===== src/hdl/fpha_ram.sv =====
// ----------------------------------------------------------------------------
// fpha_ram
// Generic simple dual-port RAM with one write port and a registered read.
// ----------------------------------------------------------------------------
module fpha_ram #(
  parameter int unsigned WIDTH = 8,
  parameter int unsigned DEPTH = 16
) (
  input  logic                     clk_i,
  input  logic                     we_i,
  input  logic [$clog2(DEPTH)-1:0] waddr_i,
  input  logic [WIDTH-1:0]         wdata_i,
  input  logic                     re_i,
  input  logic [$clog2(DEPTH)-1:0] raddr_i,
  output logic [WIDTH-1:0]         rdata_o
);

  logic [WIDTH-1:0] mem_q [DEPTH];

  always_ff @(posedge clk_i) begin
    if (we_i) begin
      mem_q[waddr_i] <= wdata_i;
    end
    if (re_i) begin
      rdata_o <= mem_q[raddr_i];
    end
  end

endmodule


===== config.mk =====
export PLATFORM = sky130hd
export DESIGN_NAME = fpha_ram
export DESIGN_NICKNAME = d
export VERILOG_FILES = /design/src/hdl/fpha_ram.sv
export SDC_FILE = /design/constraint.sdc
export NUM_CORES = 1
export LEC_CHECK = 0
export ABC_AREA = 1
export BUFFER_PORTS_ARGS = -buffer_cell sky130_fd_sc_hd__buf_2
export CAP_MARGIN = 30
export CORE_ASPECT_RATIO = 1.2
export CORE_MARGIN = 1
export CORE_UTILIZATION = 60
export DETAILED_ROUTE_END_ITERATION = 6
export GPL_TIMING_DRIVEN = 0
export PLACE_DENSITY = 0.75
export SLEW_MARGIN = 20
export SYNTH_ARGS = -nofsm -noshare
export SYNTH_HDL_FRONTEND = slang
export SYNTH_SLANG_ARGS = --single-unit
export TNS_END_PERCENT = 1

===== constraint.sdc =====
create_clock -name clk_i -period 1.4 [get_ports clk_i]
set_clock_uncertainty 0.2 [all_clocks]
set_input_delay 0 -clock clk_i [delete_from_list [all_inputs] [get_ports clk_i]]
set_output_delay 0 -clock clk_i [all_outputs]
set_load 0.01 [all_outputs]

# [Yosys cells after proc, flatten, opt, wreduce, memory -nomap -nowiden]
# Memories as Yosys holds them, arrays and structs flattened. A register that Yosys moved wholly into a read port is not among the register bits.
# Cells that the tools add are included.
[word_totals] ff_bits=0 ram_bits=128 input_bits=19 output_inout_bits=8 mem_count=1
[classes] n_mux=2
[memory_table] name="mem_q" words=16 word_bits=8 read_ports=1 rd_clocked_by_memory_dff=1 write_ports=1 line="18" source="logic [WIDTH-1:0] mem_q [DEPTH];"
[op_table] cell="two-way mux 1 bit" n=2

# [Depth between registers and ports, before layout]
[depth] depth_word=2 mapped_depth=8 ltp_nobuf=7

# [Least setup slack after synthesis]
# Ideal clock, no wire load.
[synth_path] kind="input port to flip-flop" startpoint="input port waddr_i[2]" endpoint="memory mem_q[10][0] (enable)" setup_time_ns=0.370 arrival_time_ns=0.581 slack_ns=0.249 path_stages=2 n_path_buf=0 cell_sequence="nand3b_1 nor2_1"
[synth_lines] element="from (decl)" line="11" source="input logic [$clog2(DEPTH)-1:0] waddr_i,"
[synth_lines] element="to (decl)" line="18"
# No word-level cell before the write port.

==> reports/summary.txt <==
Num ports: 27
Top-area cell type share of the netlist area: 69.85%
Commonest non-fill, non-tap cell in the layout: nand2_1
GRT Util Overall: 29.87%
Post-synth cell types: 11
WHS: -10.32 ps
CTS Sinks: 136
Final cell count without fillers: 741
Die outline area: 10150 um^2
Top delay family on crit path: simple AND/OR/NAND/NOR gates
Commonest non-fill, non-tap cells in the layout: nand2_1, edfxtp_1, inv_1
Max Slew Vio Count: 0
Placed insts: 697
Final setup vio count: 0
Post-synth top area cell: edfxtp_1
Post-DRT Antenna Nets: 0
Total negative setup slack: 0 ps
Setup slack after layout: 35.35 ps
Drt wl/cell: 18.92 um
Syn_nets: 570
CP Depth: 6
First-pass GRT wire length: 21220 um
RSZ-0062 raised after global routing: yes
Relative slew slack: 40.90%
R2r endpoint: rdata_o[6]
DR vias: 4102
Worst skew pair latency: 420 ps
Fmax: 732.8 MHz
Synthesized area: 5847 um^2
Buf+Inv Stages, Crit Path: 1
Largest net degree at the start of global routing: 17
Synthesized flop and latch total: 136
Total CTS buffers: 17
DP Wirelength: 8838 um
Arr. time, crit path: 1330 ps
Die Ht: 110.1 um
Synthesized area per cell: 10.61 um^2
Failing checks: negative hold slack
Final design utilization: 71.49%
Critical path's slowest cell: edfxtp_1
Row count: 39
Final nets: 625
Cell Chain, Critical Path: inv_1, nand2_1, nand3_1, nand3_1, nand3_1, nand2_1
H-tree depth: 4
Place WS: -272.5 ps
Initial drt markers: 534
Layout cell share with drive strength beyond 1: 12.94%
CP Class: flop to flop
Post-CTS Setup Bufs: 0
Synthesis Warnings: 0
Worst slew pin tran: 883.3 ps
Number of global-route vias before repair: 3975
Post-Synthesis Cells: 551
CP startpoint: mem_q[6][6]
Final Routed Wirelength: 14020 um
Clock-pin slew on the worst setup and hold paths: 60 ps
Hold Path Class: input port to flop
CP endpoint: rdata_o[6]
ANT cells: 0
Routability cong.: 0.8698
Maximum clock insertion buffer count: 2
Port Buffer Count: 23
Final Cycle Share: 97.47%
Die Width: 92.12 um
CP most frequent cell: nand3_1
CTS tree: yes
GR Overflow Total: 0
R2R cell count: 6
Drt pass-1 iters: 5
Startpoint Class: flop
Critical Path Sink Type: flop
Vias per cell: 5.536
PD cells: 1367 nW/um^2
Crit path max fanout: 1
Drc violations: 0
Root Driver: clkbuf_16
CP Data Required Time: 1360 ps
Dominant cells by area after synthesis: edfxtp_1, nand2_1, nand3_1
Floorplan core area: 9515 um^2
Reg2reg setup slack: 40 ps
Fin. Hold Viols: 19
Status: finished with violations
Seq/Total Area, Yosys: 69.85%
Worst reg2reg path startpoint: mem_q[6][6]
Pleak: 2.937 nW
CP max stage delay: 380 ps
Max cap viols: 0
Area delta synth->final: 16.35%
Initial antenna violation count: 0
Fin crit period: 1365 ps
IR drop worst, VDD: 1.042 mV
Starting Density: 61.45%
-- per-stage QoR --
| step | area (um^2) | total power [mW] |
|---|---|---|
| 6_report | 6803 | 9.298 |
| 3_3_place_gp | 6116 | 5.254 |
| 2_1_floorplan | 5847 | 5.024 |
| 3_5_place_dp | 6116 | 5.278 |
| 4_1_cts | 6783 | 9.275 |
| 5_1_grt | 6803 | 9.490 |
-- flip-flops by register name (all words and copies together), names as in the netlist --
register  count
mem_q       128
rdata_o       8
-- synthesized netlist by cell type (all sizes together) --
cell and instances:
buf 24, nand3b 2, nand2 173, nor2 17, inv 102, nand3 97
edfxtp 136
-- layer usage --
metal,global-route usage (%),share of wire (%),vias to the layer above
li1,-,-,1894
met1,38.40,38,1930
met2,47.49,48,237
met3,6.379,8.9,41
met4,17.52,4.2,0
met5,0,0,-
-- cell type report --
| cell class | count | area (um^2) |
|---|---|---|
| buffer | 24 | 166.4 |
| sequential | 136 | 4084 |
| inverter | 102 | 382.9 |
| clock inverter | 13 | 107.6 |
| fill | 671 | 2713 |
| timing repair buffer | 36 | 245.2 |
| tap | 123 | 153.9 |
| multi-input combinational | 289 | 1234 |
| clock buffer | 18 | 429.2 |
-- worst reg2reg max path, delay by kind of cell, from the launching register on --
kind / cells / cell delay, ps
buffers and inverters: 1 / 70
DFF: 1 / 380
and+or+nand+nor: 5 / 450
-- kinds of logic (layout without fill, tap and decap cells) --
family / after synthesis / in the layout / synth area share, %
simple gates: 289 / 289 / 20.76
flops: 136 / 136 / 69.85
buf+inv: 126 / 193 / 9.394
-- power breakdown --
part	switching [mW]	internal [mW]
Combinational	0.441	0.197
Sequential	0.0220	4.59
Clock	1.64	2.41
Total	2.10	7.19
-- how the worst min path moves through the flow --
stage	start	end	slack, ps	cells after the start
detailed placement	re_i	rdata_o[5]	160	1
CTS	waddr_i[1]	mem_q[2][7]	-10	3
finish	waddr_i[1]	mem_q[2][4]	-10	3
global route	waddr_i[1]	mem_q[14][2]	8	3
floorplan	wdata_i[0]	mem_q[0][0]	-100	0
global placement	re_i	rdata_o[4]	160	1
-- timing repair --
item | CTS | global route
hold buffers | 13 | 0
endpoints found under the hold margin | 164 | 0
endpoints found under the setup margin | 0 | 6
resized for setup | 0 | 4
Power figures use the tool's default switching activity.
