==> src/hdl/fpha_pkg.sv <==
// ----------------------------------------------------------------------------
// fpha_pkg
// Types, constants and helpers shared by the heap allocator modules.
// ----------------------------------------------------------------------------
package fpha_pkg;

  localparam int unsigned UNITS_MAX  = 4096;
  localparam int unsigned AW         = $clog2(UNITS_MAX);
  localparam int unsigned CW         = AW + 1;
  localparam int unsigned PW         = AW;
  localparam int unsigned HDR_SHIFT  = 4;
  localparam int unsigned BW         = 16;
  localparam int unsigned CFG_DW     = 13;

  typedef enum logic [1:0] {
    OP_ALLOC = 2'd0,
    OP_FREE  = 2'd1,
    OP_QUERY = 2'd2
  } opcode_e;

  typedef enum logic [1:0] {
    FIT_FIRST = 2'd0,
    FIT_BEST  = 2'd1,
    FIT_WORST = 2'd2
  } fit_e;

  typedef enum logic {
    CFG_FIT_POLICY  = 1'b0,
    CFG_ARENA_UNITS = 1'b1
  } cfg_idx_e;

  typedef enum logic [3:0] {
    ST_INIT,
    ST_IDLE,
    ST_WALK,
    ST_COMMIT,
    ST_SPLIT,
    ST_MERGE,
    ST_SBEGIN,
    ST_STATS,
    ST_DONE
  } state_e;

  typedef struct packed {
    logic          free;
    logic [PW-1:0] pay;
  } hdr_t;

  typedef struct packed {
    logic [1:0]    policy;
    logic [CW-1:0] units;
  } cfg_t;

  typedef struct packed {
    logic          valid;
    logic [CW-1:0] units;
  } fmt_t;

  typedef struct packed {
    logic          we;
    logic [AW-1:0] waddr;
    hdr_t          wdata;
    logic          re;
    logic [AW-1:0] raddr;
  } mem_req_t;

  typedef struct packed {
    logic          status;
    logic [BW-1:0] block_address;
    logic          is_allocated;
    logic [BW-1:0] block_bytes;
    logic [BW-1:0] total_free_bytes;
    logic [BW-1:0] largest_free_bytes;
  } res_t;

  function automatic logic [BW-1:0] bytes_of(input logic [PW-1:0] units);
    return BW'({units, {HDR_SHIFT{1'b0}}});
  endfunction

endpackage

==> src/hdl/fpha_ctrl.sv <==
// ----------------------------------------------------------------------------
// fpha_ctrl
// Sequencer that walks the block chain in the header RAM, commits splits and
// merges, and recomputes the free statistics.
// ----------------------------------------------------------------------------
module fpha_ctrl
  import fpha_pkg::*;
(
  input  logic          clk_i,
  input  logic          rst_ni,
  input  cfg_t          cfg_i,
  input  fmt_t          fmt_i,
  input  logic          in_valid_i,
  output logic          in_ready_o,
  input  logic [1:0]    opcode_i,
  input  logic [15:0]   request_bytes_i,
  input  logic [15:0]   address_i,
  output logic          idle_o,
  output logic          res_valid_o,
  input  logic          res_ready_i,
  output res_t          res_o,
  output mem_req_t      mem_o,
  input  hdr_t          rdata_i
);

  state_e state_q, state_d;

  logic [1:0]    op_q;
  logic [15:0]   req_q;
  logic [15:0]   addr_q;
  logic [CW-1:0] cur_q;
  logic [CW-1:0] pick_q;
  logic [PW-1:0] psz_q;
  logic          found_q;
  logic [CW-1:0] prv_q;
  logic [PW-1:0] prvsz_q;
  logic          prvfree_q;
  logic          hasprev_q;
  logic          nrd_q;
  logic          status_q;
  logic [BW-1:0] baddr_q;
  logic          isalloc_q;
  logic [BW-1:0] bbytes_q;
  logic [BW-1:0] tot_q;
  logic [BW-1:0] big_q;
  logic [BW-1:0] tacc_q;
  logic [BW-1:0] bacc_q;

  logic          accept;
  logic [CW-1:0] nxt;
  logic          walk_end;
  logic [CW-1:0] need;
  logic          match;
  logic          better;
  logic          take;
  logic [CW-1:0] unit;
  logic          hit;
  logic          split;
  logic [PW-1:0] bsz;
  logic [BW-1:0] sbytes;
  logic [BW-1:0] init_bytes;

  assign accept     = in_valid_i && (state_q == ST_IDLE);
  assign nxt        = cur_q + CW'(1) + CW'(rdata_i.pay);
  assign walk_end   = nxt >= cfg_i.units;
  assign need       = CW'(req_q[15:HDR_SHIFT]) + CW'(1);
  assign match      = rdata_i.free && (CW'(rdata_i.pay) >= need);
  assign unit       = CW'(addr_q[15:HDR_SHIFT]);
  assign hit        = (unit >= cur_q) && (unit < nxt);
  assign split      = CW'(psz_q) > (need + CW'(1));
  assign bsz        = (nrd_q && rdata_i.free) ? (psz_q + rdata_i.pay + PW'(1)) : psz_q;
  assign sbytes     = rdata_i.free ? bytes_of(rdata_i.pay) : '0;
  assign init_bytes = bytes_of(PW'(cfg_i.units - CW'(1)));

  always_comb begin
    priority case (cfg_i.policy)
      FIT_FIRST: better = 1'b0;
      FIT_BEST:  better = rdata_i.pay < psz_q;
      default:   better = rdata_i.pay > psz_q;
    endcase
  end
  assign take = match && (!found_q || better);

  always_comb begin
    state_d = state_q;
    unique case (state_q)
      ST_INIT: state_d = ST_IDLE;
      ST_IDLE: begin
        if (accept) begin
          if ((opcode_i == OP_ALLOC && request_bytes_i != 16'd0) ||
              opcode_i == OP_FREE || opcode_i == OP_QUERY) begin
            state_d = ST_WALK;
          end else begin
            state_d = ST_DONE;
          end
        end
      end
      ST_WALK: begin
        if (op_q == OP_ALLOC) begin
          if (take && cfg_i.policy == FIT_FIRST) begin
            state_d = ST_COMMIT;
          end else if (walk_end) begin
            state_d = (found_q || take) ? ST_COMMIT : ST_DONE;
          end
        end else if (hit) begin
          state_d = (!rdata_i.free && op_q == OP_FREE) ? ST_MERGE : ST_DONE;
        end else if (walk_end) begin
          state_d = ST_DONE;
        end
      end
      ST_COMMIT: state_d = split ? ST_SPLIT : ST_SBEGIN;
      ST_SPLIT:  state_d = ST_SBEGIN;
      ST_MERGE:  state_d = ST_SBEGIN;
      ST_SBEGIN: state_d = ST_STATS;
      ST_STATS:  state_d = walk_end ? ST_DONE : ST_STATS;
      ST_DONE:   state_d = res_ready_i ? ST_IDLE : ST_DONE;
      default:   state_d = ST_IDLE;
    endcase
  end

  always_comb begin
    mem_o = '0;
    unique case (state_q)
      ST_INIT: begin
        mem_o.we    = 1'b1;
        mem_o.wdata = '{free: 1'b1, pay: PW'(cfg_i.units - CW'(1))};
      end
      ST_IDLE: begin
        if (fmt_i.valid) begin
          mem_o.we    = 1'b1;
          mem_o.wdata = '{free: 1'b1, pay: PW'(fmt_i.units - CW'(1))};
        end
        mem_o.re = accept;
      end
      ST_WALK: begin
        if (op_q == OP_ALLOC) begin
          mem_o.re = !(take && cfg_i.policy == FIT_FIRST) && !walk_end;
        end else begin
          mem_o.re = !walk_end && (!hit || (!rdata_i.free && op_q == OP_FREE));
        end
        mem_o.raddr = nxt[AW-1:0];
      end
      ST_COMMIT: begin
        mem_o.we = 1'b1;
        if (split) begin
          mem_o.waddr = AW'(pick_q + CW'(1) + need);
          mem_o.wdata = '{free: 1'b1, pay: PW'(CW'(psz_q) - need - CW'(1))};
        end else begin
          mem_o.waddr = pick_q[AW-1:0];
          mem_o.wdata = '{free: 1'b0, pay: psz_q};
        end
      end
      ST_SPLIT: begin
        mem_o.we    = 1'b1;
        mem_o.waddr = pick_q[AW-1:0];
        mem_o.wdata = '{free: 1'b0, pay: PW'(need)};
      end
      ST_MERGE: begin
        mem_o.we = 1'b1;
        if (hasprev_q && prvfree_q) begin
          mem_o.waddr = prv_q[AW-1:0];
          mem_o.wdata = '{free: 1'b1, pay: prvsz_q + bsz + PW'(1)};
        end else begin
          mem_o.waddr = pick_q[AW-1:0];
          mem_o.wdata = '{free: 1'b1, pay: bsz};
        end
      end
      ST_SBEGIN: mem_o.re = 1'b1;
      ST_STATS: begin
        mem_o.re    = !walk_end;
        mem_o.raddr = nxt[AW-1:0];
      end
      ST_DONE: mem_o = '0;
      default: mem_o = '0;
    endcase
  end

  always_ff @(posedge clk_i or negedge rst_ni) begin
    if (!rst_ni) begin
      state_q <= ST_INIT;
    end else begin
      state_q <= state_d;
    end
  end

  always_ff @(posedge clk_i or negedge rst_ni) begin
    if (!rst_ni) begin
      tot_q <= '0;
      big_q <= '0;
    end else if (state_q == ST_INIT) begin
      tot_q <= init_bytes;
      big_q <= init_bytes;
    end else if (state_q == ST_IDLE && fmt_i.valid) begin
      tot_q <= bytes_of(PW'(fmt_i.units - CW'(1)));
      big_q <= bytes_of(PW'(fmt_i.units - CW'(1)));
    end else if (state_q == ST_STATS && walk_end) begin
      tot_q <= tacc_q + sbytes;
      big_q <= (sbytes > bacc_q) ? sbytes : bacc_q;
    end
  end

  always_ff @(posedge clk_i) begin
    unique case (state_q)
      ST_IDLE: begin
        if (accept) begin
          op_q      <= opcode_i;
          req_q     <= request_bytes_i;
          addr_q    <= address_i;
          cur_q     <= '0;
          found_q   <= 1'b0;
          hasprev_q <= 1'b0;
          status_q  <= 1'b1;
          baddr_q   <= '0;
          isalloc_q <= 1'b0;
          bbytes_q  <= '0;
        end
      end
      ST_WALK: begin
        cur_q <= nxt;
        if (op_q == OP_ALLOC) begin
          if (take) begin
            pick_q  <= cur_q;
            psz_q   <= rdata_i.pay;
            found_q <= 1'b1;
          end
        end else if (hit) begin
          pick_q <= cur_q;
          psz_q  <= rdata_i.pay;
          nrd_q  <= !walk_end;
          if (!rdata_i.free) begin
            status_q <= 1'b0;
            if (op_q == OP_QUERY) begin
              isalloc_q <= 1'b1;
              bbytes_q  <= bytes_of(rdata_i.pay);
            end
          end
        end else begin
          prv_q     <= cur_q;
          prvsz_q   <= rdata_i.pay;
          prvfree_q <= rdata_i.free;
          hasprev_q <= 1'b1;
        end
      end
      ST_COMMIT: begin
        status_q <= 1'b0;
        baddr_q  <= bytes_of(pick_q[AW-1:0]);
        bbytes_q <= split ? bytes_of(PW'(need)) : bytes_of(psz_q);
      end
      ST_SBEGIN: begin
        cur_q  <= '0;
        tacc_q <= '0;
        bacc_q <= '0;
      end
      ST_STATS: begin
        cur_q  <= nxt;
        tacc_q <= tacc_q + sbytes;
        bacc_q <= (sbytes > bacc_q) ? sbytes : bacc_q;
      end
      default: begin
      end
    endcase
  end

  assign in_ready_o  = (state_q == ST_IDLE);
  assign idle_o      = (state_q == ST_IDLE);
  assign res_valid_o = (state_q == ST_DONE);
  assign res_o = '{status: status_q, block_address: baddr_q, is_allocated: isalloc_q,
                   block_bytes: bbytes_q, total_free_bytes: tot_q,
                   largest_free_bytes: big_q};

endmodule

==> config.mk <==
export PLATFORM = sky130hd
export DESIGN_NAME = fpha_ctrl
export DESIGN_NICKNAME = d
export VERILOG_FILES = /design/src/hdl/fpha_pkg.sv /design/src/hdl/fpha_ctrl.sv
export SDC_FILE = /design/constraint.sdc
export NUM_CORES = 1
export LEC_CHECK = 0
export BUFFER_PORTS_ARGS = -buffer_cell sky130_fd_sc_hd__buf_4
export CORE_AREA = 2 2 139 175
export CTS_CLUSTER_DIAMETER = 30
export CTS_CLUSTER_SIZE = 14
export DETAILED_ROUTE_END_ITERATION = 10
export DIE_AREA = 0 0 141 177
export GPL_TIMING_DRIVEN = 1
export PLACE_DENSITY = 0.81
export SLEW_MARGIN = 20
export SYNTH_ARGS = -nofsm -noshare
export SYNTH_HDL_FRONTEND = slang
export SYNTH_SLANG_ARGS = --single-unit
==> constraint.sdc <==
create_clock -name clk_i -period 7.9 [get_ports clk_i]
set_input_delay 0.79 -clock clk_i [delete_from_list [all_inputs] [get_ports clk_i]]
set_output_delay 0.79 -clock clk_i [all_outputs]
set_load 0.02 [all_outputs]
Yosys cells after proc, flatten, opt, wreduce, memory -nomap -nowiden

Cells that the tools add are included.

Register bits: 201
Input bits: 80
Output and inout bits: 108
Word-level logic and storage cells: 188

Add/sub/neg operators: 15
Order comparisons: 8
Eq/ne operators: 24
Muxes and demuxes: 68
Bitwise logic cells: 2
Reduce and logical (&&, ||, !) cells: 50

Operator list:

| kind                                               | number |
|---|---|
| two-way mux 16 bit                                 | 14 |
| two-way mux 12 bit                                 | 8 |
| case mux 16 bit (2 select lines)                   | 3 |
| case mux 13 bit (5 select lines)                   | 1 |
| two-way mux 25 bit                                 | 2 |
| case mux 16 bit (3 select lines)                   | 1 |
| two-way mux 4 bit                                  | 11 |
| case mux 13 bit (3 select lines)                   | 1 |
| adder 12 x 1 -> 12 bit, second input constant      | 3 |
| adder 12 bit                                       | 3 |
| case mux 12 bit (3 select lines)                   | 1 |
| subtractor 12 x 1 -> 12 bit, second input constant | 3 |
| case mux 4 bit (7 select lines)                    | 1 |
| adder 13 x 1 -> 13 bit, second input constant      | 2 |
| >= comparator 12 x 13 -> 1 bit                     | 2 |
| two-way mux 13 bit                                 | 2 |
| adder 16 bit                                       | 1 |
| == test 4 x 3 -> 1 bit, second input constant      | 4 |
| greater-than comparator 16 bit                     | 1 |
| != test 2 bit, second input constant               | 8 |
| nonzero test 16 bit                                | 1 |
| two-way mux 1 bit                                  | 15 |
| adder 12 x 1 -> 13 bit, second input constant      | 1 |
| adder 13 x 12 -> 13 bit                            | 1 |
| 32 further kinds                                   | 77 |

Logic depth before layout (Yosys ltp)

Depth in word-level cells: 10
Gate-level depth with buffers: 22

Worst setup path after synthesis

No wires, ideal clock.

Path type: input port to flip-flop
From: in rdata_i[0] (netlist name)
To: reg pick_q[0] (enable)
Arrival time: 5.521 ns
Setup slack: 1.941 ns
Stages: 18
Cells stage by stage: inv_1 ha_1 inv_1 fa_1 a211oi_1 o21ai_1 a31oi_1 xor2_1 ha_1 a21oi_1 o21ai_0 a21oi_1 o31ai_1 a31oi_1 a21oi_1 or2_2 clkbuf_1 o21ai_0

Word-level cells in the longest chain between the ends: 6

RTL lines:

| what                                                                            | RTL line         | text |
|---|---|---|
| start, declared                                                                 | fpha_ctrl.sv:23  | `input hdr_t rdata_i` |
| parallel branches: the longest is 5 deep, another holds adder 13 x 12 -> 13 bit | n/a              |  |
| AND reduction 3 bit (no line) (*)                                               | n/a              |  |
| end signal, assigned                                                            | fpha_ctrl.sv:222 | `pick_q <= cur_q;` |
| end signal, assigned                                                            | fpha_ctrl.sv:227 | `pick_q <= cur_q;` |
| end, declared                                                                   | fpha_ctrl.sv:32  | `logic [CW-1:0] pick_q;` |

Every way passes the cells marked *.
A chain may end at the register's enable or synchronous reset.

==> flow_summary.toml <==
[floorplan]
die-area_um2 = 24960
rows = 63
core-area_um2 = 23410
initial_core_util_pct = 57.81
die_w_um = 141
die_h_um = 177
ios = 188

[cts]
postCtsSetupRepairBufs = 0
cts_tree = "done"
cts_resized = 0
cts.clk_slew.worst_paths_ns = 0.07
clock_latency_ns = 0.45
clockBufferDepth = 2
cts_made_buffers = 17
hold_buffers = 0
ctsRootBufferMaster = "clkbuf_16"
cts.sinks = 177
htreeDepth = 4

[hold_path]
hold_path.class = "in -> async"

[synthesis]
yosysWarnings = 0
avgSynthCellArea_um2 = 9.398
synth_cells = 1440
post-synth-top-area-cell = "edfxtp_1"
synth_cell_types = 82
synth-seq-area-share_pct = 38.09
synth_top_cell_area_share_pct = 32.17
synth_area_um2 = 13530
ys_seq_elements = 177
ys_top_cells_by_area = "edfxtp_1 32%, ha_1 14%, dfrtp_1 5.9%"
synthFlopType = "edfxtp_1"
synth-edff-count = 145
synth-async-reset-ratio_pct = 18.08

[critical_path]
worstReg2RegEnd = "tot_q[15]$_DFFE_PN0P_"
worstPathArrival_ns = 5.71
required_ns = 7.11
path_max_fanout = 5
startpoint_type = "input port"
reg2reg_slack_ns = 2.27
rr_worst_depth = 17
crit_type = "in -> out"
endpoint_kind = "primary output"
rr_startpoint = "cur_q[0]$_SDFFCE_PP0P_"

[placed_design]
hpwl_mm = 30.88
numPortBuffers = 170
place_congestion = 0.9730

[power_and_ir_drop]
p_int_mw = 3.013
peakVddDrop_mv = 0.2907
swShare_pct = 45.08
clock_power_share_pct = 16.2
seq_power_share_pct = 27.8
p_leak_nw = 6.903
power_switching_mw = 2.473
cellPowerDensity_nw_per_um2 = 349.8
combPwrFrac_pct = 55.9

[job]
drv_cap = 0

[global_routing]
grt_pass1_wl_mm = 62.76
track_usage_pct = 32.81
grt_pass1_vias = 11620
grt_overflow = 0
grt_max_degree = 33
antenna_found_initial = 0

[timing]
fin_crit_ns = 6.504
fmax_ghz = 0.1537
hold_violations = 0
fin_skew_ns = 0.009303
slew_violations = 0
maxSlewHeadroom_pct = 37.16
rsz0062_at_grt = "no"
tightestPinTransition_ns = 0.9324
setup_viol = 0
totalNegativeSetupSlack_ns = 0
layout_worst_path_cycle_share_pct = 82.33

[route]
dr.pass1.iters = 6
drt_iter0_drc = 1112
wl_mm = 40.96
wl_per_cell_um = 21.51
ant_nets = 0
via_per_inst = 6.319
vias = 12030
drc = 0

[layout]
fin_util_pct = 67.00
drive_above_1_share_pct = 15.63
final_common_cell = "buf_4"
fin_nets = 1833
diodes = 0
syn2layout_area_growth_pct = 15.90
final_cell_mix = "187 x buf_4, 161 x nor2_1, 148 x ha_1"
reg.largest.list = "bacc_q (16), big_q (16), cur_q (13)"

[status]
status = "complete, no violations"
stage by stage:
step | hold WS, ns | setup WS [ns] | cell area, um^2 | std cells | power, mW
6_report | 0.2877 | 1.396 | 15690 | 1904 | 5.486
4_1_cts | 0.2961 | 1.591 | 15680 | 1904 | 5.440
3_3_place_gp | 0.5092 | 1.729 | 15070 | 1872 | 4.461
5_1_grt | 0.3156 | 1.156 | 15690 | 1904 | 5.812
3_5_place_dp | 0.5023 | 1.603 | 15070 | 1872 | 4.535
2_1_floorplan | 0.4729 | 1.941 | 13570 | 1451 | 3.499
worst max-delay path by stage:
stage	startpoint	to	slack, ns	cells after the start
final	rdata_i[0]	mem_o[12]	1.40	19
after global routing	req_q[4]$_DFFE_PP_	mem_o[29]	1.16	18
after CTS	rdata_i[0]	mem_o[12]	1.59	19
after detailed placement	rdata_i[0]	mem_o[12]	1.60	19
after global placement	rdata_i[0]	mem_o[12]	1.73	19
after floorplan	rdata_i[0]	pick_q[0]$_DFFE_PP_	1.94	18
power groups by stage:
stage,Sequential (mW),Clock (mW),Combinational [mW]
6_report,1.53,0.891,3.07
5_1_grt,1.55,0.929,3.33
3_5_place_dp,1.54,0,3.00
2_1_floorplan,1.60,0,1.89
3_3_place_gp,1.53,0,2.93
4_1_cts,1.52,0.890,3.02
cells by family after synthesis:
family | synth area share, %
muxes | 1.636
and+or+nand+nor | 16.18
AOI/OAI and AO/OA | 17.82
buffers and inverters | 5.270
DFF | 38.09
other | 0.02771
xor gates and xnor gates | 6.333
adders and majority gates | 14.65
worst max-delay path: stages:
cell and delay (ns):
buf_4 0.14, inv_1 0.26, ha_1 0.22, inv_1 0.06
fa_1 0.42, a211oi_1 0.43, o21ai_1 0.19, a31oi_1 0.22
xor2_1 0.43, inv_1 0.12, ha_1 0.32, a2111o_1 0.43
o31ai_1 0.36, a211oi_1 0.21, or4b_1 0.52, a31oi_1 0.19
o21ai_0 0.12, nand3_1 0.11, buf_4 0.16
routing by layer:
metal	global-route usage, %	up-vias	wire [um]
li1	-	5557	-
met1	40.93	5672	15740
met2	52.64	658	19000
met3	6.466	145	3521
met4	20.21	0	2706
met5	0	-	0
synth_stat cells, types with 7 or more instances:
library cell,number
a21o_1,27
nor3_1,40
o22ai_1,10
and3_1,12
nand2b_1,12
or2_2,8
and2_1,27
o22a_1,11
o41ai_1,9
nand4_1,15
a221oi_1,15
a21boi_0,7
xor2_1,31
dfrtp_1,32
nor4_1,12
nor2_1,161
mux2i_1,21
ha_1,148
a211oi_1,12
o21a_1,12
buf_4,15
xnor2_1,65
nor2b_1,19
edfxtp_1,145
o211ai_1,12
a31oi_1,17
nand2_1,103
a222oi_1,7
nand3_1,24
a21oi_1,93
inv_1,112
o21ai_0,76
clkbuf_1,35
area by class of cell:
type	count	area (um^2)
Fill cell	1836	7726
Sequential cell	177	5155
Inverter	113	425.4
Clock buffer	19	452.9
Clock inverter	13	157.7
Tap cell	292	365.4
Timing Repair Buffer	187	1404
Multi-Input combinational cell	1103	7725
(Power assumes the default switching activity.)
